**config.mk**
```make
export PLATFORM = sky130hd
export DESIGN_NAME = sustain_pedal_note_tracker
export DESIGN_NICKNAME = d
export VERILOG_FILES = /design/src/spt_pkg.sv /design/src/spt_tracker.sv /design/src/spt_out_buffer.sv /design/src/sustain_pedal_note_tracker.sv
export SDC_FILE = /design/constraint.sdc
export NUM_CORES = 1
export LEC_CHECK = 0
export BUFFER_PORTS_ARGS = -buffer_cell sky130_fd_sc_hd__buf_2
export CAP_MARGIN = 30
export CORE_ASPECT_RATIO = 0.5
export CORE_MARGIN = 2
export CORE_UTILIZATION = 57
export CTS_BUF_LIST = sky130_fd_sc_hd__clkbuf_2 sky130_fd_sc_hd__clkbuf_4 sky130_fd_sc_hd__clkbuf_8
export DETAILED_ROUTE_END_ITERATION = 8
export PLACE_DENSITY_LB_ADDON = 0.2
export SETUP_SLACK_MARGIN = 0.2
export SYNTH_ARGS = -nofsm -noshare
export SYNTH_HDL_FRONTEND = slang
export SYNTH_HIERARCHICAL = 1
export SYNTH_SLANG_ARGS = --single-unit
```
**constraint.sdc**
```tcl
create_clock -name clk -period 11 [get_ports clk]
set_input_delay 0 -clock clk [delete_from_list [all_inputs] [get_ports clk]]
set_output_delay 0 -clock clk [all_outputs]
set_load 0.02 [all_outputs]
```
**src/spt_pkg.sv**
```systemverilog
package spt_pkg;

  localparam int unsigned NUM_NOTES = 128;
  localparam int unsigned HALF_NOTES = NUM_NOTES / 2;

  localparam logic [1:0] OP_NOTE_ON  = 2'd0;
  localparam logic [1:0] OP_NOTE_OFF = 2'd1;
  localparam logic [1:0] OP_PEDAL    = 2'd2;

  // pedal positions at or above this mean down
  localparam logic [6:0] PEDAL_THRESHOLD = 7'd64;

  typedef struct packed {
    logic                  send_note_on;
    logic                  send_note_off;
    logic [6:0]            out_note;
    logic [6:0]            out_velocity;
    logic [HALF_NOTES-1:0] release_low;
    logic [HALF_NOTES-1:0] release_high;
  } result_t;

endpackage

```
**src/spt_tracker.sv**
```systemverilog
module spt_tracker (
  input  logic             clk,
  input  logic             rst,
  input  logic             accept,
  input  logic [1:0]       operation,
  input  logic [6:0]       note,
  input  logic [6:0]       value,
  output spt_pkg::result_t result
);
  import spt_pkg::*;

  logic [NUM_NOTES-1:0] key_down_map;
  logic [NUM_NOTES-1:0] key_down_map_next;
  logic [NUM_NOTES-1:0] pedal_held_map;
  logic [NUM_NOTES-1:0] pedal_held_map_next;
  logic                 pedal_is_down;
  logic                 pedal_is_down_next;
  logic                 pedal_down;
  logic [NUM_NOTES-1:0] release_map;

  assign pedal_down  = (value >= PEDAL_THRESHOLD);
  assign release_map = pedal_held_map & ~key_down_map;

  always_comb begin
    result              = '0;
    key_down_map_next   = key_down_map;
    pedal_held_map_next = pedal_held_map;
    pedal_is_down_next  = pedal_is_down;
    unique case (operation)
      OP_NOTE_ON: begin
        key_down_map_next[note]   = 1'b1;
        pedal_held_map_next[note] = 1'b0;
        result.send_note_on       = 1'b1;
        result.out_note           = note;
        result.out_velocity       = value;
      end
      OP_NOTE_OFF: begin
        key_down_map_next[note] = 1'b0;
        if (pedal_is_down) begin
          // defer: the pedal keeps this note sounding
          pedal_held_map_next[note] = 1'b1;
        end else begin
          pedal_held_map_next[note] = 1'b0;
          result.send_note_off      = 1'b1;
          result.out_note           = note;
        end
      end
      OP_PEDAL: begin
        if (pedal_down != pedal_is_down) begin
          pedal_is_down_next = pedal_down;
          if (!pedal_down) begin
            // lift: release every held note whose key is up
            pedal_held_map_next = pedal_held_map & ~release_map;
            result.release_low  = release_map[HALF_NOTES-1:0];
            result.release_high = release_map[NUM_NOTES-1:HALF_NOTES];
          end
        end
      end
      default: begin
        result = '0;
      end
    endcase
  end

  always_ff @(posedge clk) begin
    if (rst) begin
      key_down_map   <= '0;
      pedal_held_map <= '0;
      pedal_is_down  <= 1'b0;
    end else if (accept) begin
      key_down_map   <= key_down_map_next;
      pedal_held_map <= pedal_held_map_next;
      pedal_is_down  <= pedal_is_down_next;
    end
  end

endmodule

```
**src/spt_out_buffer.sv**
```systemverilog
module spt_out_buffer (
  input  logic             clk,
  input  logic             rst,
  input  logic             load,
  input  spt_pkg::result_t load_word,
  output logic             full,
  output logic             out_valid,
  input  logic             out_stall,
  output spt_pkg::result_t out_word
);
  import spt_pkg::*;

  result_t skid_word;
  logic    skid_valid;
  logic    out_free;

  assign full     = skid_valid;
  assign out_free = !out_valid || !out_stall;

  always_ff @(posedge clk) begin
    if (rst) begin
      out_valid  <= 1'b0;
      skid_valid <= 1'b0;
    end else if (out_free) begin
      if (skid_valid) begin
        out_valid  <= 1'b1;
        skid_valid <= 1'b0;
      end else begin
        out_valid <= load;
      end
    end else if (load) begin
      // output held: park the new word
      skid_valid <= 1'b1;
    end
  end

  always_ff @(posedge clk) begin
    if (out_free) begin
      if (skid_valid) begin
        out_word <= skid_word;
      end else if (load) begin
        out_word <= load_word;
      end
    end else if (load) begin
      skid_word <= load_word;
    end
  end

endmodule

```
**src/sustain_pedal_note_tracker.sv**
```systemverilog
// Sustain pedal note tracker: takes one MIDI note-on, note-off or pedal word
// per cycle unless stalled, and registers exactly one result word for each
// word it accepts. Key and pedal-hold maps are 128-bit registers updated in
// a single pass, so a pedal lift computes its full release mask in the same
// cycle. A two-word output stage (output register plus skid) lets input keep
// flowing while a result waits; in_stall rises only once both are held.
module sustain_pedal_note_tracker (
  input  logic        clk,
  input  logic        rst,
  input  logic        in_valid,
  output logic        in_stall,
  input  logic [1:0]  operation,
  input  logic [6:0]  note,
  input  logic [6:0]  value,
  output logic        out_valid,
  input  logic        out_stall,
  output logic        send_note_on,
  output logic        send_note_off,
  output logic [6:0]  out_note,
  output logic [6:0]  out_velocity,
  output logic [63:0] release_low,
  output logic [63:0] release_high
);
  import spt_pkg::*;

  logic    accept;
  logic    buffer_full;
  result_t result;
  result_t out_word;

  assign in_stall = buffer_full;
  assign accept   = in_valid && !buffer_full;

  spt_tracker u_tracker (
    .clk       (clk),
    .rst       (rst),
    .accept    (accept),
    .operation (operation),
    .note      (note),
    .value     (value),
    .result    (result)
  );

  spt_out_buffer u_out_buffer (
    .clk       (clk),
    .rst       (rst),
    .load      (accept),
    .load_word (result),
    .full      (buffer_full),
    .out_valid (out_valid),
    .out_stall (out_stall),
    .out_word  (out_word)
  );

  assign send_note_on  = out_word.send_note_on;
  assign send_note_off = out_word.send_note_off;
  assign out_note      = out_word.out_note;
  assign out_velocity  = out_word.out_velocity;
  assign release_low   = out_word.release_low;
  assign release_high  = out_word.release_high;

endmodule

```
### Yosys cells after proc, flatten, opt, wreduce, memory -nomap -nowiden

Index checks and enable logic that the tools add are counted.

| storage, ports and cells | value |
|---|---|
| output and inout port bits | 146 |
| ROM bits | 0 |
| flip-flop bits (word level) | 547 |
| word-level logic and storage cells | 69 |
| input bits | 20 |
| bits in writable memories | 0 |
| bits in latches | 0 |
| memories kept | 0 |

| operators by class | value |
|---|---|
| multiplexer cells | 18 |
| $add $sub $neg | 0 |
| bitwise logic cells | 10 |
| $mul | 0 |
| reduce and logical (&&, ||, !) cells | 16 |
| divide/modulo/power cells | 0 |
| eq/ne operators | 5 |
| order comparisons | 3 |
| shifts and indexed selects | 0 |

Operator list:

| cell | count |
|---|---|
| two-way mux 128 bit | 6 |
| bitwise AND 128 bit | 4 |
| inverter 128 bit | 3 |
| case mux 128 bit (3 select lines) | 1 |
| two-way mux 144 bit | 2 |
| OR 128 bit | 2 |
| case mux 128 bit (2 select lines) | 1 |
| case mux 7 bit (2 select lines) | 1 |
| less-than comparator 7 x 8 -> 1 bit (second input constant) | 1 |
| two-way mux 8 bit | 1 |
| demux 1 bit (select 7 bit) | 1 |
| greater-or-equal comparator 7 x 1 -> 1 bit (second input constant) | 1 |
| greater-or-equal comparator 7 bit (second input constant) | 1 |
| two-way mux 7 bit | 1 |
| AND reduction 2 bit | 3 |
| two-way mux 1 bit | 4 |
| AND reduction 4 bit | 1 |
| nonzero test 2 bit | 2 |
| logical NOT 1 bit | 3 |
| AND reduction 3 bit | 1 |
| nonzero test 3 bit | 1 |
| equality test 2 x 1 -> 1 bit (second input constant) | 1 |
| equality test 2 bit (second input constant) | 1 |
| logical AND 1 bit | 2 |
| 7 further kinds | 7 |

### Depth between registers and ports, before layout

| logic depth | value |
|---|---|
| depth after elaboration | 8 |
| depth in mapped cells | 9 |
| mapped depth without buffers | 6 |

### Cells and area by module

Netlist, hierarchy kept.

Modules (own cells, without submodules):

| module | seq. area each (µm²) | area an instance (µm²) | times used | cells each |
|---|---|---|---|---|
| spt_tracker | 5144.9 | 12647.1 | 1 | 1508 |
| spt_out_buffer | 8688.3 | 10646.5 | 1 | 456 |
| sustain_pedal_note_tracker | 0.0 | 13.8 | 1 | 1 |

### Worst setup path before layout

No wires, ideal clock.

| timing | value |
|---|---|
| kind | register to register |
| start point | reg u_out_buffer.skid_valid, in the netlist u_out_buffer/full |
| end point | reg u_out_buffer/out_word[0] (netlist name) |
| required time | 10304 ps |
| library setup time | 696 ps |
| path buffers | 3 |
| path slack | 2296 ps |
| clock period less this slack | 8704 ps |
| data arrival time | 8008 ps |
| cell stages (with the launch flop) | 6 |
| cells stage by stage | dfxtp_1 -> buf_6 -> buf_6 -> buf_6 -> nor2_1 -> a21oi_1 |

| between the ends | value |
|---|---|
| longest elaborated chain between the ends | 4 |

Ends and longest elaborated chain:

| element | RTL line | source |
|---|---|---|
| start: declaration | spt_out_buffer.sv:14 | `logic skid_valid;` |
| start signal: assignment | spt_out_buffer.sv:23 | `skid_valid <= 1'b0;` |
| start signal: assignment | spt_out_buffer.sv:27 | `skid_valid <= 1'b0;` |
| start signal: assignment | spt_out_buffer.sv:33 | `skid_valid <= 1'b1;` |
| logical NOT 1 bit | sustain_pedal_note_tracker.sv:32 | `assign accept = in_valid && !buffer_full;` |
| logical AND 1 bit | sustain_pedal_note_tracker.sv:32 |  |
| nonzero test 2 bit (no source line) * | -- |  |
| AND reduction 2 bit (no source line) * | -- |  |

Mark *: on every way between the ends. The rest lies on a longest branch, timed or not.
A chain may end at the register's enable or synchronous reset.

### Worst setup path in the final report

| timing | value |
|---|---|
| start point | reg u_out_buffer.skid_valid, in the netlist u_out_buffer/full |
| end point | reg u_out_buffer/out_word[143] (netlist name) |

| between the ends | value |
|---|---|
| longest elaborated chain between the ends | 1 |

Ends and longest elaborated chain:

| element | RTL line | source |
|---|---|---|
| two-way mux 144 bit | spt_out_buffer.sv:39 | `if (skid_valid) begin` |

Every way passes these cells.

==> impl_metrics.toml <==
[global_route]
grt_antenna_before_repair = 0
grt_usage_pct = 26.7
grt-ovfl-total = 0
grt_use_met1_pct = 38.7
grt_max_degree = 144
grt_pass1_wl_um = 90400
grt_pass1_vias = 15800
gr-usage-met3_pct = 5.31
busiest_layer = "met2"
use_met2_pct = 40.3

[logic_synthesis]
synth_area_leaders = "edfxtp_1, dfxtp_1, o32ai_1"
synth-main-ff-cell = "edfxtp_1"
synth.distinct_cells = 53
syn-cell-area_sq_mm = 0.0233
yosys_register_bits = 547
syn_nets = 1989
avgSynthCellArea_sq_um = 11.9
seq_area_frac_synth_pct = 59.4
synth_top_area_share_pct = 37.1
syn_inst = 1965
synth_edf_count = 288
synth_warnings = 6
async_flop_share_pct = 0
yosysTopAreaCell = "edfxtp_1"

[placed_design]
globalplace.congestion = 0.794
dp_hpwl_um = 32500
portBuffers = 165

[hold_path]
hp-class = "in -> reg"
holdPathStages = 2

[sta]
fin_crit_sh_pct = 28.2
final_hold_viol_count = 0
setup_viol = 0
skew_ns = 0.0238
finalCriticalPeriod_ns = 3.10
setup_tns_ns = 0
maxSlewViolCount = 0
fmax_ghz = 0.323
maxSlewHeadroom_pct = 30.0
finalHoldWorstSlack_ns = 0.108
tightest_slew_ns = 1.05
rsz0062_at_grt = "false"

[final_layout]
drive_gt1_share_pct = 24.1
diodes = 0
final_nets = 2078
areaGrowthSynthToFinish_pct = 11.3
final_common_cell = "edfxtp_1"
final.fill_count = 3137
mostFrequentLayoutCells = "edfxtp_1, dfxtp_1, buf_2, a21oi_1, nor3_1"

[floorplanning]
die_area_sq_mm = 0.0426
die_w_um = 290
core_area_sq_mm = 0.0404
row_count = 52
start_util_pct = 57.7
die_y_um = 147
ioPinCount = 166

[power]
cellLeakagePower_nw = 8.31
ir_worst_vdd_uv = 99.8
power_density_mw_per_mm2 = 158

[worst_setup_path]
crit_start = "u_out_buffer/full$_SDFFE_PP0P_"
r2r_start = "u_out_buffer/full$_SDFFE_PP0P_"
reg2reg_slack_ns = 7.90
worst_setup_path_start_kind = "flop"
end_kind = "flop"
crit_fanout = 62
arrival_ns = 3.48
r2r-end = "u_out_buffer/out_word[143]$_DFFE_PP_"
crit_end = "u_out_buffer/out_word[143]$_DFFE_PP_"
path_class = "reg -> reg"
cp.required_ns = 11.38
r2r_cells = 3

[detailed_routing]
vias_per_cell = 6.36
wl_per_cell_um = 22.1
vias = 16900
post-route-drc-count = 0
dr.pass1.iters = 6
first_iter_violations = 2344
routed_wl_um = 58700
postRouteAntennaNets = 0

[clocking]
clock_path_buffers = 3
cts_tree = "done"
cts.clk_slew.worst_paths_ns = 0.07
clock_latency_ns = 0.63
cts_setup_buffers = 0
cts_buffers = 75
clock_tree.root_cell = "clkbuf_8"
numClockSinks = 547
htreeDepth = 3

[job]
maxCapViolations = 0

[run_status]
status = "complete, no violations"
## synth_stat cells (2+ instances only)
cell type,instances
nor2b_1,9
or3_1,13
o32ai_1,127
nor3b_1,3
nor2_2,2
or3b_1,3
edfxtp_1,288
nand2_1,68
buf_1,9
nand2b_1,12
o21ai_0,12
nand3_1,4
nand4b_1,3
a221oi_1,56
a211oi_1,112
inv_1,130
clkbuf_1,116
nor2_1,50
a311oi_1,75
clkbuf_2,3
dfxtp_1,259
nand3b_1,4
ha_1,4
buf_2,54
and2_1,10
nor3_2,9
buf_4,13
or4b_1,2
and4b_1,4
mux2_4,49
nor4bb_1,5
nor2_4,2
and3b_1,3
nor4b_4,3
buf_6,12
nand4bb_1,3
mux2_2,95
a21oi_1,163
nor3_1,161
and3_1,2
## cells by family after synthesis
family          Yosys count  share of synthesized area (%)
mux                     144                           7.75
compound gates          551                           17.3
buf+inv                 337                           6.33
simple gates            382                           9.05
fa+ha+maj                 4                          0.215
flops                   547                           59.4
## routing by layer
metal | wire, um | share of wire (%)
met1 | 25700 | 44
met5 | 0 | 0
met3 | 4860 | 8.3
met4 | 1490 | 2.5
met2 | 26600 | 45
## worst min-delay path by stage
stage	from	endpoint	slack [ns]
finish	note[3]	u_out_buffer/skid_word[138]$_DFFE_PP_	0.11
global route	note[3]	u_out_buffer/skid_word[138]$_DFFE_PP_	0.09
CTS	note[5]	u_out_buffer/skid_word[140]$_DFFE_PP_	0.07
detailed placement	value[1]	u_out_buffer/skid_word[129]$_DFFE_PP_	0.32
global placement	out_stall	u_out_buffer/full$_SDFFE_PP0P_	0.31
floorplan	rst	u_out_buffer/out_valid$_SDFFE_PP0P_	0.07
## what timing repair did
item                                   CTS  global route
gates resized for setup                  0             0
hold buffers                            16             0
endpoints found under the hold margin   33             0
## final cells by class
| cell class | instances | area, sq um | share of cell area [%] |
|---|---|---|---|
| multi-input combinational | 1081 | 8110 | 31.3 |
| clock buffer | 119 | 1440 | 5.56 |
| sequential | 547 | 13800 | 53.3 |
| inverter | 130 | 488 | 1.88 |
| clock inverter | 17 | 80.1 | 0.309 |
| tap | 540 | 676 | 2.60 |
| timing repair buffer | 219 | 1310 | 5.06 |
## report_power, final
group / switching [mW] / total (mW) / internal, mW / leakage (nW)
Sequential: 0.0146 / 2.21 / 2.19 / 4.81
Clock: 0.751 / 1.59 / 0.834 / 0.816
Combinational: 0.227 / 0.310 / 0.0830 / 2.68
Total: 0.993 / 4.10 / 3.11 / 8.31
## worst max-delay path, stage by stage (launching register included)
cell	delay, ns
dfxtp_4	0.69
buf_4	0.76
buf_4	0.79
mux2_2	0.42
## metrics by stage
stage	instances	setup WS (ns)	area, sq um	utilization [%]	power, mW
after detailed placement	2500	7.90	24300	60.0	2.55
after floorplan	1965	2.30	23300	-	2.47
after global placement	2495	7.92	24200	59.9	2.55
final	2653	7.90	25900	64.2	4.10
after CTS	2652	7.94	25900	64.2	4.12
after global routing	2653	7.73	25900	64.2	4.23
Note: power is estimated with default switching activity, not from simulation.
